### src/rtl/xnb_pkg.sv
// ----------------------------------------------------------------------------
// xnb_pkg
// types, codes and the condition function shared by the near branch unit
// ----------------------------------------------------------------------------
package xnb_pkg;

	localparam int unsigned APB_AW = 3;
	localparam int unsigned APB_DW = 32;

	// register byte addresses
	localparam logic [APB_AW-1:0] ADDR_CODE_LIMIT = 3'd0;
	localparam logic [APB_AW-1:0] ADDR_STACK_32   = 3'd4;

	localparam logic [31:0] CODE_LIMIT_RST = 32'h0000_FFFF;
	localparam logic        STACK_32_RST   = 1'b0;

	typedef enum logic [2:0] {
		OP_JCC     = 3'd0,
		OP_JMP_REL = 3'd1,
		OP_JMP_IND = 3'd2,
		OP_JECXZ   = 3'd3,
		OP_LOOP    = 3'd4,
		OP_LOOPE   = 3'd5,
		OP_LOOPNE  = 3'd6,
		OP_RET     = 3'd7
	} op_t;

	// condition pair, low bit of the code negates
	typedef enum logic [2:0] {
		CC_O  = 3'd0,
		CC_B  = 3'd1,
		CC_Z  = 3'd2,
		CC_BE = 3'd3,
		CC_S  = 3'd4,
		CC_P  = 3'd5,
		CC_L  = 3'd6,
		CC_LE = 3'd7
	} cc_t;

	localparam int unsigned FL_CF = 0;
	localparam int unsigned FL_ZF = 1;
	localparam int unsigned FL_SF = 2;
	localparam int unsigned FL_OF = 3;
	localparam int unsigned FL_PF = 4;

	typedef struct packed {
		op_t                opcode;
		logic [3:0]         cond;
		logic [4:0]         flags;
		logic [31:0]        next_ip;
		logic signed [31:0] displacement;
		logic [31:0]        target_value;
		logic [31:0]        count_value;
		logic               addr32;
		logic [31:0]        stack_ptr;
		logic [15:0]        pop_adjust;
	} req_item_t;

	typedef struct packed {
		logic [31:0] new_ip;
		logic        taken;
		logic        fault;
		logic [31:0] new_count;
		logic [31:0] new_stack_ptr;
	} rsp_item_t;

	typedef struct packed {
		logic [31:0] code_limit;
		logic        stack_is_32bit;
	} cfg_t;

	function automatic logic cond_holds(input logic [3:0] cond, input logic [4:0] fl);
		logic base;
		base = 1'b0;
		case (cc_t'(cond[3:1]))
			CC_O:    base = fl[FL_OF];
			CC_B:    base = fl[FL_CF];
			CC_Z:    base = fl[FL_ZF];
			CC_BE:   base = fl[FL_CF] | fl[FL_ZF];
			CC_S:    base = fl[FL_SF];
			CC_P:    base = fl[FL_PF];
			CC_L:    base = fl[FL_SF] ^ fl[FL_OF];
			CC_LE:   base = fl[FL_ZF] | (fl[FL_SF] ^ fl[FL_OF]);
			default: base = 1'b0;
		endcase
		return cond[0] ? ~base : base;
	endfunction

endpackage

### src/rtl/xnb_if.sv
// ----------------------------------------------------------------------------
// xnb channel interfaces
// valid/ready channels for branch requests and resolved results
// ----------------------------------------------------------------------------
interface xnb_req_if;
	import xnb_pkg::*;
	logic      valid;
	logic      ready;
	req_item_t item;

	modport source (output valid, output item, input ready);
	modport sink (input valid, input item, output ready);
endinterface

interface xnb_rsp_if;
	import xnb_pkg::*;
	logic      valid;
	logic      ready;
	rsp_item_t item;

	modport source (output valid, output item, input ready);
	modport sink (input valid, input item, output ready);
endinterface

### src/rtl/xnb_cfg.sv
// ----------------------------------------------------------------------------
// xnb_cfg
// APB register block: code segment limit and stack size
// ----------------------------------------------------------------------------
module xnb_cfg
	import xnb_pkg::*;
(
	input  logic              clk,
	input  logic              arst_n,
	input  logic              psel,
	input  logic              penable,
	input  logic              pwrite,
	input  logic [APB_AW-1:0] paddr,
	input  logic [APB_DW-1:0] pwdata,
	output logic [APB_DW-1:0] prdata,
	output logic              pready,
	output cfg_t              cfg
);

	logic [31:0] code_limit_q;
	logic        stack_32_q;
	logic        wr_en;

	assign pready = 1'b1;
	assign wr_en  = psel & penable & pwrite;

	always_ff @(posedge clk or negedge arst_n) begin
		if (!arst_n) begin
			code_limit_q <= CODE_LIMIT_RST;
			stack_32_q   <= STACK_32_RST;
		end else if (wr_en) begin
			unique case (paddr)
				ADDR_CODE_LIMIT: code_limit_q <= pwdata;
				ADDR_STACK_32:   stack_32_q   <= pwdata[0];
				default: ;
			endcase
		end
	end

	always_comb begin
		unique case (paddr)
			ADDR_CODE_LIMIT: prdata = code_limit_q;
			ADDR_STACK_32:   prdata = {{(APB_DW-1){1'b0}}, stack_32_q};
			default:         prdata = '0;
		endcase
	end

	assign cfg.code_limit     = code_limit_q;
	assign cfg.stack_is_32bit = stack_32_q;

endmodule

### src/rtl/xnb_core.sv
// ----------------------------------------------------------------------------
// xnb_core
// input register, branch resolution logic and result register
// ----------------------------------------------------------------------------
module xnb_core
	import xnb_pkg::*;
(
	input  logic  clk,
	input  logic  arst_n,
	input  cfg_t  cfg,
	xnb_req_if.sink   req,
	xnb_rsp_if.source rsp
);

	logic      v_s1;
	req_item_t item_s1;
	logic      v_s2;
	rsp_item_t res_s2;
	logic      adv_s2;
	logic      adv_s1;

	// resolution signals
	logic [31:0] rel_target;
	logic [31:0] target;
	logic [31:0] cnt_dec;
	logic        cnt_nz;
	logic [31:0] sp_adj;
	logic        go;
	logic        fault_c;
	logic        is_loop;
	rsp_item_t   res_c;

	assign adv_s2    = ~v_s2 | rsp.ready;
	assign adv_s1    = ~v_s1 | adv_s2;
	assign req.ready = adv_s1;

	always_ff @(posedge clk or negedge arst_n) begin
		if (!arst_n) begin
			v_s1 <= 1'b0;
		end else if (adv_s1) begin
			v_s1 <= req.valid;
		end
	end

	always_ff @(posedge clk) begin
		if (adv_s1 && req.valid) begin
			item_s1 <= req.item;
		end
	end

	always_comb begin
		rel_target = item_s1.next_ip + item_s1.displacement;
		if (item_s1.addr32) begin
			cnt_dec = item_s1.count_value - 32'd1;
			cnt_nz  = |cnt_dec;
		end else begin
			cnt_dec = {item_s1.count_value[31:16], item_s1.count_value[15:0] - 16'd1};
			cnt_nz  = |cnt_dec[15:0];
		end
		if (cfg.stack_is_32bit) begin
			sp_adj = item_s1.stack_ptr + {16'd0, item_s1.pop_adjust};
		end else begin
			sp_adj = {item_s1.stack_ptr[31:16], item_s1.stack_ptr[15:0] + item_s1.pop_adjust};
		end
		is_loop = 1'b0;
		target  = rel_target;
		go      = 1'b0;
		case (item_s1.opcode)
			OP_JCC:     go = cond_holds(item_s1.cond, item_s1.flags);
			OP_JMP_REL: go = 1'b1;
			OP_JMP_IND: begin
				go     = 1'b1;
				target = item_s1.target_value;
			end
			OP_JECXZ: begin
				go = item_s1.addr32 ? (item_s1.count_value == 32'd0)
				                    : (item_s1.count_value[15:0] == 16'd0);
			end
			OP_LOOP: begin
				is_loop = 1'b1;
				go      = cnt_nz;
			end
			OP_LOOPE: begin
				is_loop = 1'b1;
				go      = cnt_nz & item_s1.flags[FL_ZF];
			end
			OP_LOOPNE: begin
				is_loop = 1'b1;
				go      = cnt_nz & ~item_s1.flags[FL_ZF];
			end
			default: begin
				go     = 1'b1;
				target = item_s1.target_value;
			end
		endcase
		// limit check only for a transfer that would happen
		fault_c = go & (target > cfg.code_limit);

		res_c.taken         = go & ~fault_c;
		res_c.fault         = fault_c;
		res_c.new_ip        = res_c.taken ? target : item_s1.next_ip;
		res_c.new_count     = (is_loop && !fault_c) ? cnt_dec : item_s1.count_value;
		res_c.new_stack_ptr = (item_s1.opcode == OP_RET && !fault_c) ? sp_adj
		                                                             : item_s1.stack_ptr;
	end

	always_ff @(posedge clk or negedge arst_n) begin
		if (!arst_n) begin
			v_s2 <= 1'b0;
		end else if (adv_s2) begin
			v_s2 <= v_s1;
		end
	end

	always_ff @(posedge clk) begin
		if (adv_s2 && v_s1) begin
			res_s2 <= res_c;
		end
	end

	assign rsp.valid = v_s2;
	assign rsp.item  = res_s2;

	a_fault_not_taken: assert property (@(posedge clk) disable iff (!arst_n)
		v_s2 && res_s2.fault |-> !res_s2.taken)
		else $error("faulted result marked taken");

	a_accept_fills_s1: assert property (@(posedge clk) disable iff (!arst_n)
		req.valid && req.ready |=> v_s1)
		else $error("accepted request lost before stage 1");

	a_s1_moves_on: assert property (@(posedge clk) disable iff (!arst_n)
		v_s1 && adv_s2 |=> v_s2)
		else $error("stage 1 item not passed to result register");

	a_count_kept: assert property (@(posedge clk) disable iff (!arst_n)
		v_s1 && !is_loop |-> res_c.new_count == item_s1.count_value)
		else $error("count changed by a non-loop operation");

	a_stall_holds: assert property (@(posedge clk) disable iff (!arst_n)
		v_s2 && !rsp.ready |=> v_s2 && $stable(res_s2))
		else $error("stalled result dropped or changed");

endmodule

### src/rtl/x86_near_branch_resolve.sv
// ----------------------------------------------------------------------------
// x86_near_branch_resolve
// resolves one 32-bit x86 near branch per item: Jcc, JMP, JECXZ, LOOPx, RET
// ----------------------------------------------------------------------------
//  channel  | direction | handshake             | payload
//  req      | in        | valid/ready           | req_item_t (opcode .. pop_adjust)
//  rsp      | out       | valid/ready           | rsp_item_t (new_ip .. new_stack_ptr)
//  apb      | in        | psel/penable, pready  | code_limit @0x0, stack_is_32bit @0x4
//
// result valid once the request has passed the input register, then one pass
// of adds and the limit compare into the result register
// one item per cycle while rsp is ready; the result register frees as it is taken
// arst_n clears both stage valids and loads the register reset values
// a stall on rsp backs up through stage 1 to req.ready
// ----------------------------------------------------------------------------
module x86_near_branch_resolve
	import xnb_pkg::*;
(
	input  logic              clk,
	input  logic              arst_n,
	xnb_req_if.sink           req,
	xnb_rsp_if.source         rsp,
	input  logic              psel,
	input  logic              penable,
	input  logic              pwrite,
	input  logic [APB_AW-1:0] paddr,
	input  logic [APB_DW-1:0] pwdata,
	output logic [APB_DW-1:0] prdata,
	output logic              pready
);

	cfg_t cfg;

	xnb_cfg u_cfg (
		.clk     (clk),
		.arst_n  (arst_n),
		.psel    (psel),
		.penable (penable),
		.pwrite  (pwrite),
		.paddr   (paddr),
		.pwdata  (pwdata),
		.prdata  (prdata),
		.pready  (pready),
		.cfg     (cfg)
	);

	xnb_core u_core (
		.clk    (clk),
		.arst_n (arst_n),
		.cfg    (cfg),
		.req    (req),
		.rsp    (rsp)
	);

endmodule
### src/flat_wrapper.sv
// flat-port wrapper written by rule: the top's interface ports become plain ports
module x86_near_branch_resolve_flat import xnb_pkg::*;
  (clk, arst_n, psel, penable, pwrite, paddr, pwdata, prdata, pready, req_valid, req_item, req_ready, rsp_valid, rsp_item, rsp_ready);
  xnb_req_if req_i ();
  xnb_rsp_if rsp_i ();
  input  logic clk;
  input  logic arst_n;
  input  logic psel;
  input  logic penable;
  input  logic pwrite;
  input  logic [APB_AW-1:0] paddr;
  input  logic [APB_DW-1:0] pwdata;
  output logic [APB_DW-1:0] prdata;
  output logic pready;
  input wire logic [$bits(req_i.valid)-1:0] req_valid;
  input wire logic [$bits(req_i.item)-1:0] req_item;
  output wire logic [$bits(req_i.ready)-1:0] req_ready;
  output wire logic [$bits(rsp_i.valid)-1:0] rsp_valid;
  output wire logic [$bits(rsp_i.item)-1:0] rsp_item;
  input wire logic [$bits(rsp_i.ready)-1:0] rsp_ready;
  assign req_i.valid = req_valid;
  assign req_i.item = req_item;
  assign req_ready = req_i.ready;
  assign rsp_valid = rsp_i.valid;
  assign rsp_item = rsp_i.item;
  assign rsp_i.ready = rsp_ready;
  x86_near_branch_resolve u_core (.clk(clk), .arst_n(arst_n), .req(req_i), .rsp(rsp_i), .psel(psel), .penable(penable), .pwrite(pwrite), .paddr(paddr), .pwdata(pwdata), .prdata(prdata), .pready(pready));
endmodule
### config.mk
export PLATFORM = sky130hd
export DESIGN_NAME = x86_near_branch_resolve_flat
export DESIGN_NICKNAME = d
export VERILOG_FILES = /design/src/rtl/xnb_pkg.sv /design/src/rtl/xnb_if.sv /design/src/rtl/xnb_cfg.sv /design/src/rtl/xnb_core.sv /design/src/rtl/x86_near_branch_resolve.sv /design/src/flat_wrapper.sv
export SDC_FILE = /design/constraint.sdc
export NUM_CORES = 1
export LEC_CHECK = 0
export ABC_AREA = 1
export BUFFER_PORTS_ARGS = -buffer_cell sky130_fd_sc_hd__buf_2
export CORE_UTILIZATION = 35
export DETAILED_ROUTE_END_ITERATION = 6
export HOLD_SLACK_MARGIN = 0.1
export PLACE_DENSITY = 0.6
export SETUP_SLACK_MARGIN = 0.4
export SKIP_LAST_GASP = 1
export SYNTH_ARGS = -nofsm -noshare
export SYNTH_HDL_FRONTEND = slang
export SYNTH_HIERARCHICAL = 1
export SYNTH_SLANG_ARGS = --single-unit
### constraint.sdc
create_clock -name clk -period 11.1 [get_ports clk]
set_input_delay 1.665 -clock clk [delete_from_list [all_inputs] [get_ports clk]]
set_output_delay 1.665 -clock clk [all_outputs]
set_load 0.005 [all_outputs]
## After elaboration in Yosys (flattened, before gate mapping)

Cells that the tools add are included.

| operators by class | value |
|---|---|
| bitwise gates (word level) | 16 |
| reductions and logical operators | 16 |
| magnitude comparators | 1 |
| $mul | 0 |
| shift-type cells | 0 |
| eq/ne operators | 14 |
| add/subtract/negate cells | 5 |
| divide/modulo/power cells | 0 |
| mux-type cells | 14 |

Operator list:

| operator | count |
|---|---|
| 32-bit two-way mux | 6 |
| 32-bit one-hot mux with 2 select lines | 1 |
| 32-bit by 16-bit adder with 32-bit output | 1 |
| 32-bit adder | 1 |
| 32-bit > comparator | 1 |
| 32-bit logical NOT | 1 |
| 32-bit OR reduction | 1 |
| 32-bit by 1-bit subtractor with 32-bit output, second input constant | 1 |
| 3-bit equality test, second input constant | 9 |
| 16-bit adder | 1 |
| 16-bit logical NOT | 1 |
| 16-bit OR reduction | 1 |
| 16-bit by 1-bit subtractor with 16-bit output, second input constant | 1 |
| 3-bit by 2-bit equality test with 1-bit output, second input constant | 3 |
| 3-bit logical NOT | 3 |
| 1-bit one-hot mux with 8 select lines | 1 |
| 1-bit AND | 6 |
| 3-bit by 1-bit equality test with 1-bit output, second input constant | 2 |
| 6-bit OR reduction | 1 |
| 1-bit two-way mux | 5 |
| 1-bit inverter | 5 |
| 1-bit one-hot mux with 5 select lines | 1 |
| 1-bit logical AND | 4 |
| 1-bit OR | 4 |
| other kinds (4) | 5 |

| storage, ports and cells | value |
|---|---|
| input port bits | 231 |
| bits in registers | 322 |
| output and inout port bits | 133 |
| memory bits (read-only) | 0 |
| latch bits | 0 |
| RAM bits | 0 |
| word-level logic and storage cells | 85 |
| memories kept | 0 |

## Logic depth before layout (Yosys ltp)

Gate-level depths: netlist (run 1).

| depth | value |
|---|---|
| word-level depth | 11 |
| gate-level depth with buffers | 31 |
| gate-level depth less buffers | 30 |

## Modules after synthesis

Netlist (run 1), hierarchy kept.

By module, submodules not included:

| module | times used | seq. area each (um2) | cells each | area each (um2) |
|---|---|---|---|---|
| xnb_core | 1 | 8,668.3 | 1,570 | 15,409.8 |
| xnb_cfg | 1 | 845.8 | 227 | 1,883.1 |

## Least setup slack after synthesis (run 1)

Ideal clock, no wire load.

| path | value |
|---|---|
| path type | input port to flip-flop |
| start | input port rsp_ready |
| end | register u_core.u_core.res_s2 (netlist bit u_core/u_core/rsp.item[0]), enable pin |
| arrival time | 6.436 ns |
| setup time | 0.587 ns |
| buffers on the path | 0 |
| required time | 10.513 ns |
| stages on the path | 2 |
| path slack | 4.077 ns |
| cell sequence | inv_1 > a21oi_1 |

| between the ends | value |
|---|---|
| longest elaborated chain between the ends | 2 |

RTL lines:

| element | line | RTL |
|---|---|---|
| start: declaration | flat_wrapper.sv:20 | `input wire logic [$bits(rsp_i.ready)-1:0] rsp_ready;` |
| 1-bit OR | xnb_core.sv:33 | `assign adv_s2 = ~v_s2 \| rsp.ready;` |
| 1-bit logical AND | xnb_core.sv:116 | `if (adv_s2 && v_s1) begin` |
| end signal: assignment | xnb_core.sv:117 | `res_s2 <= res_c;` |
| end: declaration | xnb_core.sv:18 | `rsp_item_t res_s2;` |

No other way between the ends.
A chain may end at the register's enable or synchronous reset.

==> results of run 1 <==
## per-layer routing
| layer | GRT usage (%) | vias to the layer above | part of all wire, % |
|---|---|---|---|
| met5 | 0 | - | 0.048 |
| met4 | 6.78 | 4 | 2.5 |
| met3 | 4.21 | 61 | 6.9 |
| met2 | 31.4 | 542 | 44 |
| met1 | 28.6 | 6542 | 46 |
| li1 | - | 6830 | - |
## stage by stage
stage / hold WS (ns) / power [mW]
2_1_floorplan: 0.447 / 2.14
3_3_place_gp: 0.498 / 2.41
3_5_place_dp: 0.511 / 2.42
4_1_cts: 0.526 / 3.67
5_1_grt: 0.559 / 3.82
6_report: 0.521 / 3.63
## path summary, 6_finish.rpt
path / startpoint / end / depth (start not counted)
setup / recovery: u_core/u_core/item_s1[145] / u_core/u_core/rsp.item[31] / 26
hold reg to reg: u_core/u_core/v_s1 / u_core/u_core/rsp.valid / 2
min in group asynchronous: arst_n / u_core/u_cfg/stack_32_q / 1
max in group asynchronous: arst_n / u_core/u_core/rsp.valid / 1
hold / removal: u_core/u_core/v_s1 / u_core/u_core/rsp.valid / 2
setup reg to reg: u_core/u_core/item_s1[145] / u_core/u_core/rsp.item[31] / 26
## cell usage after synthesis (15+ instances only)
library cell | number | area share, %
o21ai_0 | 99 | 2.9
a21oi_1 | 84 | 2.4
dfstp_2 | 16 | 2.4
ha_1 | 81 | 5.9
inv_1 | 217 | 4.7
nand4_1 | 25 | 0.90
o21ai_1 | 18 | 0.52
xnor2_1 | 19 | 0.96
xor2_1 | 30 | 1.5
nand2_2 | 15 | 0.54
or2_2 | 18 | 0.65
dfrtp_1 | 19 | 2.7
buf_4 | 15 | 0.65
o21bai_1 | 28 | 1.2
nor3_1 | 20 | 0.58
nor2_1 | 162 | 3.5
nand3_1 | 139 | 4.0
nand2_1 | 386 | 8.4
edfxtp_1 | 287 | 50
## flip-flops by register name (all words and copies together), names as in the netlist
| signal | cells |
|---|---|
| u_core/u_cfg/code_limit_q | 32 |
| u_core/u_core/v_s1 | 1 |
| u_core/u_core/rsp.valid | 1 |
| u_core/u_cfg/stack_32_q | 1 |
| u_core/u_core/item_s1 | 189 |
| u_core/u_core/rsp.item | 98 |
## power by group through the flow
stage / Sequential [mW] / Clock [mW] / Combinational (mW)
after detailed placement: 1.62 / 0 / 0.798
after floorplan: 1.60 / 0 / 0.535
after CTS: 1.60 / 1.27 / 0.803
final: 1.60 / 1.23 / 0.804
after global routing: 1.61 / 1.31 / 0.904
after global placement: 1.62 / 0 / 0.787
## final cells by class
| class | instances | area, um2 |
|---|---|---|
| antenna | 5 | 12.5 |
| clock buffer | 44 | 995 |
| clock inverter | 21 | 206 |
| fill | 4837 | 28000 |
| inverter | 221 | 835 |
| multi-input combinational | 1209 | 6640 |
| sequential | 322 | 9510 |
| tap | 664 | 831 |
| timing repair buffer | 369 | 1860 |
## worst min-delay path: stages (launching register included)
cell,delay [ns]
dfrtp_1,0.34
inv_1,0.08
nand2_1,0.07
## kinds of logic (layout without fill, tap and decap cells)
family / after synthesis / count (layout) / share of synthesized area, %
buf+inv: 266 / 655 / 6.66
other cells: 1 / 6 / 0.0217
xor+xnor: 49 / 49 / 2.48
flops: 322 / 322 / 55.0
simple gates: 795 / 795 / 20.1
mux: 2 / 2 / 0.123
compound gates: 279 / 279 / 9.52
fa+ha+maj: 83 / 83 / 6.09
==> qor.csv, run 1 <==
metric;value;unit
most frequent cells in the layout;386 x nand2_1, 362 x buf_2, 287 x edfxtp_1;
post-route setup TNS;0;ns
predominant post-synthesis flop cell;edfxtp_1;
H-tree depth;2;
CP top delay family;simple AND/OR/NAND/NOR gates;
Post-synth EDFFs;287;
drt total wl;51900;um
Slew Viols, Final;0;
placed cells;2785;
finished layout cell area;0.0209;mm2
Sink Count;322;
grt total ovfl;0;
# setup viols final;0;
Cell Area, Synth;0.0173;mm2
Seq/Total Area, Yosys;55.0;%
maximum number of pins on one net before global-route repair;72;
Worst Skew;0.0169;ns
slowest stage cell, crit path;nor4_1;
routability cong.;0.896;
DR iter-0 viols;1002;
initial core utilization;35.4;%
crit share post-route;51.3;%
clk slew on worst S/H paths;0.06;ns
Post-CTS Resized;0;
Worst EP arrival;5.98;ns
most common cell after layout, fill and taps aside;nand2_1;
dpl ws;5.43;ns
first drt pass iteration count;6;
placed cell areas;0.0197;mm2
number of buffers created by CTS;38;
internal power;2.53;mW
Util after Layout;42.8;%
Worst setup SP type;flop;
worst-margin pin slew;0.968;ns
clk root buf;clkbuf_16;
share of post-route cells with drive strength above 1;23.8;%
most used cell, CP;inv_1;
drt wl/cell;18.2;um
Max Root-Sink Buffers;3;
via count;13979;
Pwr Density;174;mW/mm2
RSZ-0062 raised after global routing;no;
NumNets Final;2475;
crit path buf inv count;6;
hpwl dp;39600;um
crit path time final;5.69;ns
total track usage;20.4;%
post-synthesis cell count;1797;
Synth cell types;52;
Leak;9.35;nW
# IOs;364;
outcome;finished clean;
sw frac;30.3;%
CTS Hold Buffers Added;0;
R2R Setup Slk;5.41;ns
CP required;11.39;ns
antenna-violating nets left;0;
# Max-Cap Violations;0;
DRC violations left;0;
Die W;224;um
Worst-Skew Late Latency;0.54;ns
synth warn;6;
syn_nets;2111;
Yosys reg bits;322;
VDD IR max;0.112;mV
crit-path max FO;37;
port buffer count;362;
first-pass GRT wire length;78300;um
sequential share of power;44.0;%
CTS tree;done;
Post-Layout Cell Count;2855;
Core ar.;0.0488;mm2
die area;0.0503;mm2
Hold Path Class;reg2reg;
Setup WS post-layout;5.41;ns
Max Freq;176;MHz
initial antenna violation count;9;
switching power;1.10;mW
Avg Synthesized Cell Area;9.62;um2
Setup crit end kind;flop;
Comb power frac;22.1;%
CP max stage delay;0.49;ns
critical path type;reg2reg;
async set-or-reset flop fraction in the synthesized netlist;10.9;%
Final Hold Vio Count;0;
vias in the first global route;13568;
Die Y;224;um
Slew HR;35.5;%
Layout area overhead;20.8;%
setup bufs post-CTS;0;
Std-Cell Rows;81;
routed vias/inst;4.90;
clock share of power;33.9;%
Power figures use the tool's default switching activity.
==> run 2, diff against run 1 <==
clock period = 5.61 ns   (was 11.1 ns; I/O delays follow)
==> run 2 against run 1 <==
  * Critical path depth increased by 2
  * Power up 100%
  * Non-clock buffer count rose by 6
  * Highest routed layer unchanged
  * Critical endpoint is now u_core/u_core/rsp.item[56]
  * Core utilization increased by 0.48 points
  * Clock-buffer cell count shrank 1
  * Clock power up 110%
==> qor.csv, run 2 (same netlist as run 1, synthesis figures left out) <==
metric;value;unit;change
worst-margin pin slew;0.956;ns;-0.0112 ns
R2R Setup Slk;0.95;ns;-4.46 ns
Worst setup SP type;flop;;
Max Root-Sink Buffers;3;;unchanged
Core ar.;0.0488;mm2;unchanged
clk slew on worst S/H paths;0.06;ns;about the same
sw frac;30.2;%;about the same
drt total wl;51400;um;-0.94%
Die W;224;um;unchanged
Setup crit end kind;flop;;
Worst Skew;0.0164;ns;-0.000586 ns
initial antenna violation count;10;;+1
CTS tree;done;;
crit-path max FO;34;;-8.1%
die area;0.0503;mm2;unchanged
share of post-route cells with drive strength above 1;24.5;%;+0.70 points
vias in the first global route;13500;;-0.50%
routed vias/inst;4.81;;-1.8%
grt total ovfl;0;;unchanged
clk root buf;clkbuf_16;;
Worst-Skew Late Latency;0.55;ns;about the same
Final Hold Vio Count;0;;unchanged
slowest stage cell, crit path;fa_1;;
r2r startpoint;u_core/u_core/item_s1[145];;
CP max stage delay;0.41;ns;-0.08 ns
Layout area overhead;22.2;%;
met3 usage;3.84;%;-0.37 points
Worst EP arrival;4.96;ns;-1.02 ns
VDD IR max;0.233;mV;+110%
# Max-Cap Violations;0;;unchanged
Sink Count;322;;unchanged
Biggest register;u_core/u_core/item_s1;;
Die Y;224;um;unchanged
H-tree depth;2;;unchanged
Pwr Density;349;mW/mm2;+100%
worst hold slack;0.389;ns;-0.132 ns
NumNets Final;2483;;+0.32%
Std-Cell Rows;81;;unchanged
sequential share of power;42.5;%;-1.5 points
first-pass GRT wire length;77500;um;-1.0%
Comb power frac;21.9;%;-0.2 points
maximum number of pins on one net before global-route repair;155;;+120%
drt wl/cell;17.9;um;-1.5%
DRC violations left;0;;unchanged
number of flip-flops in the largest register;189;;unchanged
via count;13802;;-1.3%
reg2reg end;u_core/u_core/rsp.item[56];;
port buffer count;362;;unchanged
number of buffers created by CTS;40;;+5.3%
# setup viols final;0;;unchanged
routability cong.;0.888;;-0.89%
hpwl dp;39400;um;-0.35%
crit share post-route;83.0;%;+32 points
Most Crowded Layer GR;met2;;
Slew Viols, Final;0;;unchanged
outcome;finished clean;;
# IOs;364;;unchanged
most common cell after layout, fill and taps aside;nand2_1;;
Hold Path Class;in2async;;
crit path time final;4.66;ns;-1.03 ns
routing usage on met1;28.0;%;-0.65 points
critical path type;reg2reg;;
post-route setup TNS;0;ns;unchanged
most frequent cells in the layout;385 x nand2_1, 362 x buf_2, 287 x edfxtp_1;;
total track usage;20.2;%;-0.20 points
R2R depth;28;;+7.7%
Max Freq;215;MHz;+22%
Slew HR;36.2;%;+0.75 points
most used cell, CP;nand2_1;;
switching power;2.23;mW;+100%
DR iter-0 viols;882;;-12%
initial core utilization;35.4;%;unchanged
Worst Setup EP;u_core/u_core/rsp.item[56];;
RSZ-0062 raised after global routing;no;;
internal power;5.15;mW;+100%
CP required;5.91;ns;-5.48 ns
GR Layer Usage met2;31.4;%;about the same
Leak;9.43;nW;+0.84%
first drt pass iteration count;5;;-1
clock share of power;35.6;%;+1.7 points
antenna-violating nets left;0;;unchanged
CP Launch Point;u_core/u_core/item_s1[145];;
-- run 2: changes by cell type in the layout (fill, tap and decap cells not counted), moves of 3 or more --
cell        previous run  this run
inv_6                  3         7
buf_4                  7        11
clkinvlp_4             1         5
clkbuf_1               5         2
-- run 2: metal layers --
layer | wire length, um | vias to the layer above
met5 | 65 | -
met4 | 1380 | 10
met3 | 3310 | 88
met2 | 23100 | 465
met1 | 23500 | 6381
li1 | - | 6858
-- run 2: metrics by stage --
| stage | power, mW | utilization (%) | instance area [um2] | instances | setup WS (ns) |
|---|---|---|---|---|---|
| 2_1_floorplan | 4.21 | - | 17300 | 1797 | 1.23 |
| 6_report | 7.38 | 43.3 | 21100 | 2871 | 0.952 |
| 5_1_grt | 7.79 | 43.2 | 21100 | 2868 | 0.423 |
| 4_1_cts | 7.47 | 43.2 | 21100 | 2865 | 0.513 |
| 3_5_place_dp | 4.79 | 40.4 | 19700 | 2791 | 0.521 |
| 3_3_place_gp | 4.77 | 40.4 | 19700 | 2791 | 0.583 |
-- run 2: cell type report --
cell class	instances	area [um2]
timing repair buffer	375	1930
fill	4789	27700
clock buffer	43	1030
inverter	221	837
sequential	322	9510
antenna	6	15.0
multi-input combinational	1209	6670
tap	664	831
clock inverter	31	310
-- run 2: repair_timing --
action	4_1_cts	5_1_grt
gates resized for setup	0	8
hold buffers	0	0
endpoints found under the setup margin	0	69
setup buffers	0	0
-- run 2: power groups by stage --
| stage | clock [mW] | combinational, mW | sequential [mW] |
|---|---|---|---|
| after floorplan | 0 | 1.06 | 3.15 |
| after global placement | 0 | 1.59 | 3.18 |
| after detailed placement | 0 | 1.60 | 3.18 |
| after CTS | 2.71 | 1.62 | 3.14 |
| after global routing | 2.79 | 1.83 | 3.16 |
| final | 2.63 | 1.62 | 3.13 |
-- run 2: critical path: cells and delay by family, from the launching register on --
kind,cells,cell delay [ns]
buffers and inverters,5,0.58
flip-flops,1,0.35
AND/OR/NAND/NOR,15,1.97
AO/OA/AOI/OAI,5,0.65
adder cells (fa/ha/maj),3,0.84
-- run 2: how the worst min path moves through the flow --
stage / startpoint / endpoint / slack (ns) / cells after the start
after floorplan: u_core/u_core/v_s1 / u_core/u_core/rsp.valid / 0.46 / 2
after global placement: u_core/u_core/v_s1 / u_core/u_core/rsp.valid / 0.50 / 2
after detailed placement: u_core/u_core/v_s1 / u_core/u_core/rsp.valid / 0.51 / 2
after CTS: arst_n / u_core/u_cfg/code_limit_q[19] / 0.38 / 1
after global routing: req_item[3] / u_core/u_core/item_s1[3] / 0.42 / 1
final: arst_n / u_core/u_cfg/stack_32_q / 0.39 / 1
